$ cat src/pmp_pkg.sv
// ----------------------------------------------------------------------------
// pmp_pkg
// Shared types and constants of the protobuf message parser: position width,
// varint limits, field and wire-type codes, and the parser phase encoding.
// ----------------------------------------------------------------------------
`default_nettype none

package pmp_pkg;

    localparam int POS_BITS = 16;
    localparam logic [POS_BITS-1:0] POS_MAX = {POS_BITS{1'b1}};

    localparam int VARINT_BITS = 64;
    localparam int SHIFT_BITS = 6;
    localparam int COUNT_BITS = 4;
    localparam logic [SHIFT_BITS-1:0] SHIFT_STEP = 6'd7;
    localparam logic [COUNT_BITS-1:0] VARINT_LAST_COUNT = 4'd9;

    localparam logic [31:0] FIELD_KEY = 32'd1;
    localparam logic [31:0] FIELD_COUNTER = 32'd2;
    localparam logic [31:0] FIELD_PREV_LENGTH = 32'd3;
    localparam logic [31:0] FIELD_PAYLOAD = 32'd4;

    localparam logic [2:0] WIRE_VARINT = 3'd0;
    localparam logic [2:0] WIRE_LEN_DELIM = 3'd2;

    localparam logic [1:0] IDX_KEY = 2'd0;
    localparam logic [1:0] IDX_COUNTER = 2'd1;
    localparam logic [1:0] IDX_PREV_LENGTH = 2'd2;
    localparam logic [1:0] IDX_PAYLOAD = 2'd3;

    typedef enum logic [4:0] {
        PH_TAG   = 5'b00001,
        PH_LEN   = 5'b00010,
        PH_VALUE = 5'b00100,
        PH_SKIP  = 5'b01000,
        PH_ERROR = 5'b10000
    } phase_t;

endpackage

`default_nettype wire

$ cat src/protobuf_message_parser_core.sv
// ----------------------------------------------------------------------------
// protobuf_message_parser_core
// Streaming parser for a four-field protobuf message, one byte per item.
// ----------------------------------------------------------------------------
// The block takes one byte item in every cycle unless input is stalled,
// and updates its parser state in that same cycle. The single result item
// appears in the output register in the cycle after the byte marked last
// is accepted, and the next message may start in the cycle right after
// that byte. Input is stalled only while a finished result sits in the
// output register and the receiver stalls it. Byte throughput is set by
// the varint accumulate and compare path.
// ----------------------------------------------------------------------------
`default_nettype none

module protobuf_message_parser_core (
    input  wire logic        clk,
    input  wire logic        rst_n,
    input  wire logic        in_valid,
    output logic             in_stall,
    input  wire logic [7:0]  data_byte,
    input  wire logic        last_byte,
    output logic             out_valid,
    input  wire logic        out_stall,
    output logic             status,
    output logic [31:0]      counter_value,
    output logic [31:0]      previous_chain_length,
    output logic [15:0]      key_offset,
    output logic [15:0]      key_length,
    output logic [15:0]      payload_offset,
    output logic [15:0]      payload_length
);

    import pmp_pkg::*;

    phase_t                  phase_reg, phase_next;
    logic [VARINT_BITS-1:0]  acc_reg, acc_next;
    logic [SHIFT_BITS-1:0]   shift_reg, shift_next;
    logic [COUNT_BITS-1:0]   count_reg, count_next;
    logic [1:0]              field_reg, field_next;
    logic [POS_BITS-1:0]     pos_reg, pos_next;
    logic [POS_BITS-1:0]     skip_reg, skip_next;
    logic [3:0]              seen_reg, seen_next;
    logic [31:0]             held_counter_reg, held_counter_next;
    logic [31:0]             held_prev_reg, held_prev_next;
    logic [POS_BITS-1:0]     held_key_off_reg, held_key_off_next;
    logic [POS_BITS-1:0]     held_key_len_reg, held_key_len_next;
    logic [POS_BITS-1:0]     held_pay_off_reg, held_pay_off_next;
    logic [POS_BITS-1:0]     held_pay_len_reg, held_pay_len_next;

    logic                    out_valid_reg;
    logic                    status_reg;
    logic [31:0]             counter_reg;
    logic [31:0]             prev_length_reg;
    logic [15:0]             key_offset_reg;
    logic [15:0]             key_length_reg;
    logic [15:0]             payload_offset_reg;
    logic [15:0]             payload_length_reg;

    logic                    accept;
    logic [VARINT_BITS-1:0]  acc_word;
    logic [31:0]             tag_field;
    logic [2:0]              tag_wire;
    logic                    tag_ok;
    logic [1:0]              tag_index;
    logic [POS_BITS-1:0]     pos_inc;
    logic [POS_BITS-1:0]     room;
    logic [POS_BITS-1:0]     len_low;
    logic                    len_high;
    logic                    good;
    logic [31:0]             key_off_ext;
    logic [31:0]             key_len_ext;
    logic [31:0]             pay_off_ext;
    logic [31:0]             pay_len_ext;

    assign in_stall = out_valid_reg && out_stall;
    assign accept = in_valid && !in_stall;

    assign acc_word = acc_reg | (VARINT_BITS'(data_byte[6:0]) << shift_reg);
    assign tag_field = acc_word[34:3];
    assign tag_wire = acc_word[2:0];
    assign tag_ok = ((tag_field == FIELD_KEY || tag_field == FIELD_PAYLOAD)
                     && tag_wire == WIRE_LEN_DELIM)
                 || ((tag_field == FIELD_COUNTER || tag_field == FIELD_PREV_LENGTH)
                     && tag_wire == WIRE_VARINT);
    assign tag_index = tag_field[1:0] - 2'd1;
    assign pos_inc = pos_reg + 1'b1;
    assign room = POS_MAX - pos_inc;
    assign len_low = acc_word[POS_BITS-1:0];
    assign len_high = |acc_word[VARINT_BITS-1:POS_BITS];

    always_comb
    begin
        phase_next = phase_reg;
        acc_next = acc_reg;
        shift_next = shift_reg;
        count_next = count_reg;
        field_next = field_reg;
        pos_next = pos_reg;
        skip_next = skip_reg;
        seen_next = seen_reg;
        held_counter_next = held_counter_reg;
        held_prev_next = held_prev_reg;
        held_key_off_next = held_key_off_reg;
        held_key_len_next = held_key_len_reg;
        held_pay_off_next = held_pay_off_reg;
        held_pay_len_next = held_pay_len_reg;

        if (phase_reg != PH_ERROR)
        begin
            if (pos_reg == POS_MAX)
            begin
                phase_next = PH_ERROR;
            end
            else
            begin
                pos_next = pos_inc;
                if (phase_reg == PH_SKIP)
                begin
                    skip_next = skip_reg - 1'b1;
                    if (skip_reg == POS_BITS'(1))
                    begin
                        phase_next = PH_TAG;
                    end
                end
                else if (data_byte[7])
                begin
                    acc_next = acc_word;
                    count_next = count_reg + 1'b1;
                    shift_next = shift_reg + SHIFT_STEP;
                    if (count_reg == VARINT_LAST_COUNT)
                    begin
                        phase_next = PH_ERROR;
                    end
                end
                else
                begin
                    acc_next = '0;
                    shift_next = '0;
                    count_next = '0;
                    case (phase_reg)
                        PH_TAG:
                        begin
                            if (!tag_ok || seen_reg[tag_index])
                            begin
                                phase_next = PH_ERROR;
                            end
                            else
                            begin
                                field_next = tag_index;
                                phase_next = (tag_wire == WIRE_LEN_DELIM) ? PH_LEN : PH_VALUE;
                            end
                        end
                        PH_LEN:
                        begin
                            if (len_high || len_low > room)
                            begin
                                phase_next = PH_ERROR;
                            end
                            else
                            begin
                                if (field_reg == IDX_KEY)
                                begin
                                    held_key_off_next = pos_inc;
                                    held_key_len_next = len_low;
                                end
                                else
                                begin
                                    held_pay_off_next = pos_inc;
                                    held_pay_len_next = len_low;
                                end
                                seen_next[field_reg] = 1'b1;
                                if (len_low == '0)
                                begin
                                    phase_next = PH_TAG;
                                end
                                else
                                begin
                                    skip_next = len_low;
                                    phase_next = PH_SKIP;
                                end
                            end
                        end
                        PH_VALUE:
                        begin
                            if (|acc_word[VARINT_BITS-1:32])
                            begin
                                phase_next = PH_ERROR;
                            end
                            else
                            begin
                                if (field_reg == IDX_COUNTER)
                                begin
                                    held_counter_next = acc_word[31:0];
                                end
                                else
                                begin
                                    held_prev_next = acc_word[31:0];
                                end
                                seen_next[field_reg] = 1'b1;
                                phase_next = PH_TAG;
                            end
                        end
                        default:
                        begin
                            phase_next = PH_ERROR;
                        end
                    endcase
                end
            end
        end
    end

    assign good = (phase_next == PH_TAG) && (count_next == '0) && (seen_next == 4'hF);

    assign key_off_ext = 32'(held_key_off_next);
    assign key_len_ext = 32'(held_key_len_next);
    assign pay_off_ext = 32'(held_pay_off_next);
    assign pay_len_ext = 32'(held_pay_len_next);

    always_ff @(posedge clk or negedge rst_n)
    begin
        if (!rst_n)
        begin
            phase_reg <= PH_TAG;
            acc_reg <= '0;
            shift_reg <= '0;
            count_reg <= '0;
            field_reg <= '0;
            pos_reg <= '0;
            skip_reg <= '0;
            seen_reg <= '0;
        end
        else if (accept)
        begin
            if (last_byte)
            begin
                phase_reg <= PH_TAG;
                acc_reg <= '0;
                shift_reg <= '0;
                count_reg <= '0;
                field_reg <= '0;
                pos_reg <= '0;
                skip_reg <= '0;
                seen_reg <= '0;
            end
            else
            begin
                phase_reg <= phase_next;
                acc_reg <= acc_next;
                shift_reg <= shift_next;
                count_reg <= count_next;
                field_reg <= field_next;
                pos_reg <= pos_next;
                skip_reg <= skip_next;
                seen_reg <= seen_next;
            end
        end
    end

    always_ff @(posedge clk)
    begin
        if (accept)
        begin
            held_counter_reg <= held_counter_next;
            held_prev_reg <= held_prev_next;
            held_key_off_reg <= held_key_off_next;
            held_key_len_reg <= held_key_len_next;
            held_pay_off_reg <= held_pay_off_next;
            held_pay_len_reg <= held_pay_len_next;
        end
    end

    always_ff @(posedge clk or negedge rst_n)
    begin
        if (!rst_n)
        begin
            out_valid_reg <= 1'b0;
        end
        else if (accept && last_byte)
        begin
            out_valid_reg <= 1'b1;
        end
        else if (!out_stall)
        begin
            out_valid_reg <= 1'b0;
        end
    end

    always_ff @(posedge clk)
    begin
        if (accept && last_byte)
        begin
            status_reg <= !good;
            counter_reg <= good ? held_counter_next : '0;
            prev_length_reg <= good ? held_prev_next : '0;
            key_offset_reg <= good ? key_off_ext[15:0] : '0;
            key_length_reg <= good ? key_len_ext[15:0] : '0;
            payload_offset_reg <= good ? pay_off_ext[15:0] : '0;
            payload_length_reg <= good ? pay_len_ext[15:0] : '0;
        end
    end

    assign out_valid = out_valid_reg;
    assign status = status_reg;
    assign counter_value = counter_reg;
    assign previous_chain_length = prev_length_reg;
    assign key_offset = key_offset_reg;
    assign key_length = key_length_reg;
    assign payload_offset = payload_offset_reg;
    assign payload_length = payload_length_reg;

    // A rejected message reports no field values.
    assert property (@(posedge clk) disable iff (!rst_n)
        out_valid && status |-> counter_value == '0 && previous_chain_length == '0
            && key_offset == '0 && key_length == '0
            && payload_offset == '0 && payload_length == '0)
        else $error("rejected message carries nonzero fields");

    assert property (@(posedge clk) disable iff (!rst_n)
        accept && last_byte |=> out_valid)
        else $error("last byte accepted without a result");

    assert property (@(posedge clk) disable iff (!rst_n)
        phase_reg == PH_SKIP |-> skip_reg != '0)
        else $error("skip phase with nothing left to skip");

    assert property (@(posedge clk) disable iff (!rst_n)
        phase_reg != PH_ERROR |-> count_reg <= VARINT_LAST_COUNT
            && 7'(shift_reg) == 7'(count_reg) * 7'd7)
        else $error("varint shift out of step with byte count");

endmodule

`default_nettype wire

$ cat config.mk
export PLATFORM = sky130hd
export DESIGN_NAME = protobuf_message_parser_core
export DESIGN_NICKNAME = d
export VERILOG_FILES = /design/src/pmp_pkg.sv /design/src/protobuf_message_parser_core.sv
export SDC_FILE = /design/constraint.sdc
export NUM_CORES = 1
export LEC_CHECK = 0
export BUFFER_PORTS_ARGS = -buffer_cell sky130_fd_sc_hd__buf_2
export CORE_MARGIN = 10
export CORE_UTILIZATION = 66
export CTS_BUF_LIST = sky130_fd_sc_hd__clkbuf_4 sky130_fd_sc_hd__clkbuf_8
export CTS_CLUSTER_DIAMETER = 50
export CTS_CLUSTER_SIZE = 30
export DETAILED_ROUTE_END_ITERATION = 6
export PLACE_DENSITY_LB_ADDON = 0.08
export SETUP_SLACK_MARGIN = 0.4
export SLEW_MARGIN = 0
export SYNTH_ARGS = -nofsm -noshare
export SYNTH_HDL_FRONTEND = slang
export SYNTH_SLANG_ARGS = --single-unit
$ cat constraint.sdc
create_clock -name clk -period 14.2 [get_ports clk]
set_input_delay 1.42 -clock clk [delete_from_list [all_inputs] [get_ports clk]]
set_output_delay 1.42 -clock clk [all_outputs]
set_load 0.02 [all_outputs]
==> results of run 1 <==
## stage by stage
stage | power, uW | util, % | cell area (sq um)
floorplan | 1671 | - | 19310
global placement | 1842 | 69.29 | 19940
detailed placement | 1852 | 69.29 | 19940
CTS | 2604 | 72.30 | 20810
global route | 2708 | 72.30 | 20810
finish | 2607 | 72.31 | 20810
## logic make-up (layout without fill, tap and decap cells)
kind of cell / count (synthesis) / count (layout) / share of synthesized area, %
compound gates: 301 / 301 / 10.39
xor+xnor: 17 / 17 / 0.7710
fa+ha+maj: 26 / 26 / 1.665
buf+inv: 136 / 256 / 4.419
flops: 375 / 375 / 55.26
mux: 148 / 148 / 8.746
other cells: 0 / 1 / 0
simple gates: 655 / 655 / 18.76
## worst max-delay path, stage by stage (launching register included)
cell     delay (ns)
dfrtp_1        0.92
mux2i_1        0.90
mux2i_1        0.26
mux2_2         0.36
a21o_1         0.26
ha_1           0.34
a21oi_1        0.14
nand2_1        0.06
a221o_1        0.36
a221o_1        0.34
a211o_1        0.29
a21oi_1        0.44
a31oi_1        0.27
nand3_4        0.56
buf_4          0.69
buf_4          0.76
nor3_1         0.14
## how the worst max path moves through the flow
stage / cells after the start / slack (ns) / end
final: 16 / 6.78 / previous_chain_length[31]$_SDFFCE_PN0P_
after global routing: 15 / 6.29 / counter_value[27]$_SDFFCE_PN0P_
after CTS: 16 / 6.93 / previous_chain_length[31]$_SDFFCE_PN0P_
after detailed placement: 17 / 6.37 / previous_chain_length[31]$_SDFFCE_PN0P_
after global placement: 17 / 6.52 / counter_value[20]$_SDFFCE_PN0P_
after floorplan: 6 / 5.12 / counter_value[0]$_SDFFCE_PN0P_
## per-layer routing
metal / wire length (um) / GRT usage [%] / part of all wire, %
met1: 22490 / 41.21 / 44
met2: 22400 / 40.33 / 44
met3: 4173 / 4.829 / 8.2
met4: 1530 / 9.465 / 3.0
met5: 0 / 0 / 0
## layout make-up
type | count | share of cell area, %
Multi-Input combinational cell | 1147 | 37.65
Clock inverter | 28 | 1.467
Inverter | 24 | 0.4569
Sequential cell | 375 | 51.28
Timing Repair Buffer | 162 | 4.137
Clock buffer | 42 | 2.688
Tap cell | 384 | 2.309
Antenna cell | 1 | 0.01202
## power by group through the flow
| stage | Combinational (uW) | Sequential (uW) | Clock, uW |
|---|---|---|---|
| after detailed placement | 538 | 1310 | 0 |
| after CTS | 540 | 1290 | 774 |
| after global placement | 530 | 1310 | 0 |
| final | 551 | 1290 | 763 |
| after floorplan | 360 | 1310 | 0 |
| after global routing | 593 | 1300 | 815 |
## cell usage in the layout, fill, tap and decap left out, drive strengths merged, types with 21 or more instances in the layout
| master | count |
|---|---|
| inv | 35 |
| clkbuf | 42 |
| nor2 | 138 |
| nor3 | 160 |
| nand2 | 218 |
| o21ai | 52 |
| nand3 | 24 |
| buf | 162 |
| o31ai | 25 |
| edfxtp | 257 |
| nor4 | 21 |
| a21oi | 91 |
| dfrtp | 117 |
| a21o | 22 |
| ha | 24 |
| mux2 | 134 |
==> metrics.md, run 1 <==
| Metric | Value |
|---|---|
| H-tree Lvls | 2 |
| Register area | approximately 11000 sq um |
| Final Non-Filler Cells | between 2k and 2.5k |
| Slew @ Worst Pin | roughly 1.1 ns |
| Rows | 62 |
| Bufs on Longest Clock Path | 3 |
| Maximum clock rate | 134.7 MHz |
| Place WS | ~6.4 ns |
| Final Max Tran Viols | 0 |
| Final setup vio count | 0 |
| Final Wtd Congestion | around 0.95 |
| Cells after synthesis | between 1.5k and 2k |
| Largest register FFs | 64 |
| DR WL/cell | 23.39 um |
| Post-synth top cells | edfxtp_1 (257), nand2_1 (218), nor2_1 (137), mux2_2 (126), dfrtp_1 (117) |
| CTS tree | done |
| Root Buffer | clkbuf_8 |
| Post-layout min period | ~7.4 ns |
| DRC viols | 0 |
| Grt total ovfl | 0 |
| Final wirelength | between 50 and 60 mm |
| Hold path startpoint | acc_reg[32]$_DFFE_PN0P_ |
| Skew-Pair Late Insertion Delay | 0.60 ns |
| Rel. slew slack | between 20% and 30% |
| Internal power | ~1700 uW |
| Initial core utilization | approximately two thirds |
| Synth Area per Inst | ~12 sq um |
| Number of enable flip-flop cells after synthesis | roughly 260 |
| Most common cell in the netlist | edfxtp_1 |
| Arrival time worst endpoint | 7.73 ns |
| Status | finished, final reports clean |
| Synth area leaders | edfxtp_1 (40%), dfrtp_1 (15%), mux2_2 (7.3%) |
| Netlist cell types | 90 |
| Reg2reg end | previous_chain_length[31]$_SDFFCE_PN0P_ |
| Share of layout cells above drive strength 1 | between 20% and 30% |
| Power share of the combinational group | approximately a fifth |
| Critical path class | reg -> reg |
| Final hold vios | 0 |
| TritonRoute pass-1 iters | 6 |
| Register area share after synthesis | 55.26% |
| CTS clk-pin slew, worst paths | approximately 0.11 ns |
| Yosys top cell by area | edfxtp_1 |
| Hold Path End | acc_reg[32]$_DFFE_PN0P_ |
| Crit start category | flop |
| Antenna viol nets, final | 0 |
| Max cap viols | 0 |
| Port bufs | 143 |
| Mapped Area | 19310 sq um |
| #FFs+latches synth | 375 |
| Vias/cell | 6.446 |
| Main synth FF type | edfxtp_1 |
| # fillers | 2025 |
| Syn. warnings | 0 |
| Worst Setup SP | shift_reg[1]$_DFFE_PN0P_ |
| Max VDD drop | between 90 and 100 uV |
| Crit-path max FO | 53 |
| Global-route wire length before repair | 79.93 mm |
| RSZ-0062 raised after global routing | no |
| Area occupied by multi-input gates | ~7800 sq um |
| Largest net degree at the start of global routing | 85 |
| Die Footprint | ~37000 sq um |
| Part of the power in registers | 49.6% |
| CTS Sinks | 375 |
| Post-Syn Nets | 1695 |
| Starting DRC count in detailed routing | approximately 1.5k |
| Pwr Density | approximately 130 nW/um^2 |
| I/O pins | about 140 |
| Post-CTS Hold Buffers | 0 |
| Clock power share | 29.3% |
| Critical path required time | between 10 and 15 ns |
| Clk_skew | 0.04807 ns |
| Final nets | between 1.5k and 2k |
| Area grow syn2layout | 7.755% |
| Hold WS | 0.5013 ns |
| Detailed placer's ending HPWL | 33.69 mm |
| Core area | approximately 29000 sq um |
| Die H | roughly 190 um |
| Setup slack, reg-to-reg | approximately 6.8 ns |
| Share of flip-flops with an asynchronous set or reset | between 30% and 40% |
| Period utilization | a little over half |
| Placed insts | 2092 |
| Net Sw Power | 871.9 uW |
| Worst Reg-to-Reg Cells | 16 |
| Die width | about 190 um |
| Synth top area share | about two fifths |
| Setup TNS | 0 ns |
| Via count of the first global-routing pass | 13.57k |
| Crit Reg-Reg Startpoint | shift_reg[1]$_DFFE_PN0P_ |
| Switching Fraction | around a third |
| PostCTS Resize Cnt | 0 |
| Postcts setup bufs | 0 |
| Lkg Pwr | ~0.0076 uW |
| WHS Path Cells | 2 |
| Worst setup margin | between 6 and 7 ns |
| HP Class | reg -> reg |
| Routed vias | between 10k and 15k |
| GRT Util Overall | between 20% and 30% |
| CP Capture Type | flop |
| Initial antenna violation count | 0 |
| Inserted Clock Buffers | 38 |
Note: power is estimated with default switching activity, not from simulation.
==> run 2: changes to the inputs <==
--- a/config.mk
+++ b/config.mk
@@ -5,9 +5,10 @@
 export SDC_FILE = /design/constraint.sdc
 export NUM_CORES = 1
 export LEC_CHECK = 0
+export ABC_AREA = 1
 export BUFFER_PORTS_ARGS = -buffer_cell sky130_fd_sc_hd__buf_2
 export CORE_MARGIN = 10
-export CORE_UTILIZATION = 66
+export CORE_UTILIZATION = 63
 export CTS_BUF_LIST = sky130_fd_sc_hd__clkbuf_4 sky130_fd_sc_hd__clkbuf_8
 export CTS_CLUSTER_DIAMETER = 50
 export CTS_CLUSTER_SIZE = 30
==> constraint.sdc (replaced) <==
create_clock -name clk -period 6.95 [get_ports clk]
set_input_delay 0.695 -clock clk [delete_from_list [all_inputs] [get_ports clk]]
set_output_delay 0.695 -clock clk [all_outputs]
set_load 0.02 [all_outputs]
==> metrics.md, run 2 <==
| Metric | Value |
|---|---|
| Postcts setup bufs | 0 (unchanged) |
| Largest net degree at the start of global routing | 79 (-7.1%) |
| Global-route wire length before repair | 76.80 mm (-3.9%) |
| HP Class | in -> async |
| Port bufs | 143 (unchanged) |
| Most frequent CP cell | inv_1 |
| Final wirelength | 47.48 mm (-6.2%) |
| Worst Reg-to-Reg Cells | 33 (+17) |
| PostCTS Resize Cnt | 0 (unchanged) |
| Largest register FFs | 64 (unchanged) |
| TritonRoute pass-1 iters | 6 (unchanged) |
| Post-CTS Hold Buffers | 0 (unchanged) |
| Synth top area share | 39.86% (-0.098 points) |
| Synth area leaders | edfxtp_1 (40%), dfrtp_1 (15%), nand2_1 (6.8%) |
| CTS tree | done |
| RSZ-0062 raised after global routing | no |
| Reg2reg end | payload_offset[3]$_SDFFCE_PN0P_ |
| Share of flip-flops with an asynchronous set or reset | 31.47% (unchanged) |
| Critical path class | reg -> reg |
| GRT Util Overall | 24.72% (-3.0 points) |
| Detailed placer's ending HPWL | 33.14 mm (-1.6%) |
| H-tree Lvls | 2 (unchanged) |
| Commonest non-fill, non-tap cell in the layout | nand2_1 |
| Skew-Pair Late Insertion Delay | 0.59 ns (about the same) |
| Post-synth top cells | nand2_1 (350), inv_1 (339), edfxtp_1 (257), nor2_1 (191), o21ai_0 (139) |
| Lkg Pwr | 0.009401 uW (+23%) |
| #FFs+latches synth | 375 (unchanged) |
| Netlist cell types | 51 (-43%) |
| Main synth FF type | edfxtp_1 |
| Post-layout min period | 5.629 ns (-1.793 ns) |
| Critical path required time | 7.39 ns (-7.12 ns) |
| DRC viols | 0 (unchanged) |
| Die width | 195.3 um (+2.2%) |
| CP max stage delay | 0.55 ns (-0.37 ns) |
| Share of layout cells above drive strength 1 | 19.46% (-9.2 points) |
| Grt total ovfl | 0 (unchanged) |
| Yosys top cell by area | edfxtp_1 |
| Commonest cells after routing, fill and taps aside | nand2_1 (350), inv_1 (338), edfxtp_1 (257) |
| Crit Reg-Reg Startpoint | pos_reg[0]$_DFFE_PN0P_ |
| Final hold vios | 0 (unchanged) |
| Die Footprint | 38140 sq um (+4.5%) |
| Max VDD drop | 189.5 uV (+90%) |
| Setup TNS | 0 ns (unchanged) |
| Final setup vio count | 0 (unchanged) |
| Rel. slew slack | 25.28% (+0.15 points) |
| Root Buffer | clkbuf_8 |
| Period utilization | 80.99% (+29 points) |
| Die H | 195.3 um (+2.2%) |
| Final Wtd Congestion | 0.9351 (-1.3%) |
| Area grow syn2layout | 8.699% |
| CTS Sinks | 375 (unchanged) |
| Post-Syn Nets | 2076 (+22%) |
| Status | finished, final reports clean |
| CP Capture Type | flop |
| Number of enable flip-flop cells after synthesis | 257 (unchanged) |
| DR WL/cell | 18.44 um (-21%) |
| Register area share after synthesis | 55.12% (-0.14 points) |
| CP max stage cell | nand2_8 |
| Pwr Density | 270.6 nW/um^2 (+120%) |
| Antenna viol nets, final | 0 (unchanged) |
| Synth Area per Inst | 9.495 sq um (-18%) |
| Arrival time worst endpoint | 6.07 ns (-1.66 ns) |
| Initial antenna violation count | 0 (unchanged) |
| Crit-path max FO | 78 (+47%) |
| Total power | 5694 uW (+120%) |
| Diodes inserted | 0 (-1) |
| Slew @ Worst Pin | 1.119 ns (-0.003407 ns) |
| # fillers | 2406 (+19%) |
| Vias/cell | 5.538 (-14%) |
| Bufs on Longest Clock Path | 3 (unchanged) |
| Core area | 30430 sq um (+5.7%) |
| Mapped Area | 19360 sq um (+0.25%) |
| Inserted Clock Buffers | 36 (-5.3%) |
| Max cap viols | 0 (unchanged) |
| Syn. warnings | 0 (unchanged) |
| I/O pins | 144 (unchanged) |
| Via count of the first global-routing pass | 13.84k (+2.0%) |
| Maximum clock rate | 177.6 MHz (+32%) |
| Final nets | 2190 (+23%) |
| Clk_skew | 0.03877 ns (-0.009298 ns) |
| Crit start category | flop |
| Cells after synthesis | 2039 (+23%) |
| Initial core utilization | 63.62% (-3.5 points) |
| Rows | 64 (+3.2%) |
| Final Max Tran Viols | 0 (unchanged) |
| Routed vias | 14.26k (+2.3%) |
| Setup slack, reg-to-reg | 1.32 ns (-5.46 ns) |
| Starting DRC count in detailed routing | 1332 (-8.9%) |
| CTS clk-pin slew, worst paths | 0.10 ns (about the same) |
| Most common cell in the netlist | nand2_1 |
[run 2: changes by cell type in the layout (fill, tap and decap cells not counted), sizes merged, moves of 24 or more]
cell and delta:
nor3 -142, nand3 +99, inv +321, o31ai -24
nand2 +146, a211oi +26, o21ai +135, or2 +24
nor2 +163, a21oi -57, o22ai +24, mux2 -131
[run 2: area by class of cell]
type | instances | area (sq um) | area share [%]
Clock buffer | 37 | 509.2 | 2.420
Clock inverter | 27 | 344.1 | 1.635
Inverter | 351 | 1328 | 6.308
Multi-Input combinational cell | 1230 | 6833 | 32.47
Sequential cell | 375 | 10670 | 50.71
Tap cell | 396 | 495.5 | 2.354
Timing Repair Buffer | 159 | 863.3 | 4.103
[run 2: layer usage]
layer	vias to the layer above	part of all wire [%]	track usage, %
li1	6884	-	-
met1	6800	45	35.64
met2	503	46	38.49
met3	74	6.8	3.631
met4	0	2.2	6.589
met5	-	0	0
[run 2: power by group]
group / switching (uW) / internal (uW)
Clock: 854 / 728
Sequential: 98.8 / 2550
Combinational: 1090 / 369
Total: 2050 / 3650
[run 2: stage by stage]
| step | hold slack [ns] | worst slack (ns) | instance area [sq um] | util, % | instances |
|---|---|---|---|---|---|
| 2_1_floorplan | 0.3994 | 1.200 | 19360 | - | 2039 |
| 3_5_place_dp | 0.4793 | 1.342 | 20190 | 66.35 | 2511 |
| 6_report | 0.1769 | 1.321 | 21040 | 69.16 | 2575 |
| 4_1_cts | 0.1854 | 1.310 | 21040 | 69.16 | 2575 |
| 5_1_grt | 0.2136 | 0.6042 | 21040 | 69.16 | 2575 |
| 3_3_place_gp | 0.4729 | 1.534 | 20190 | 66.35 | 2511 |
[run 2: critical path, delay by kind of cell, from the launching register on]
family                     cells  cell delay, ns
AOI/OAI and AO/OA              2            0.33
xor gates and xnor gates       1            0.27
adders and majority gates      1            0.32
buffers and inverters          8            0.95
DFF                            1            0.47
and+or+nand+nor               21            3.13
[run 2: cells by family after synthesis]
logic type	after synthesis	synth area share, %
mux	3	0.1745
flops	375	55.12
compound gates	308	8.854
xor+xnor	20	0.9048
fa+ha+maj	24	1.551
buf+inv	434	9.765
simple gates	875	23.63
[run 2: worst max-delay path by stage]
stage,startpoint,to,depth (start not counted)
6_report,pos_reg[0]$_DFFE_PN0P_,payload_offset[3]$_SDFFCE_PN0P_,33
5_1_grt,pos_reg[0]$_DFFE_PN0P_,payload_length[15]$_SDFFCE_PN0P_,33
4_1_cts,pos_reg[0]$_DFFE_PN0P_,payload_length[15]$_SDFFCE_PN0P_,32
3_5_place_dp,pos_reg[0]$_DFFE_PN0P_,key_length[15]$_SDFFCE_PN0P_,32
3_3_place_gp,pos_reg[0]$_DFFE_PN0P_,key_length[15]$_SDFFCE_PN0P_,33
2_1_floorplan,out_stall,acc_reg[1]$_DFFE_PN0P_,10
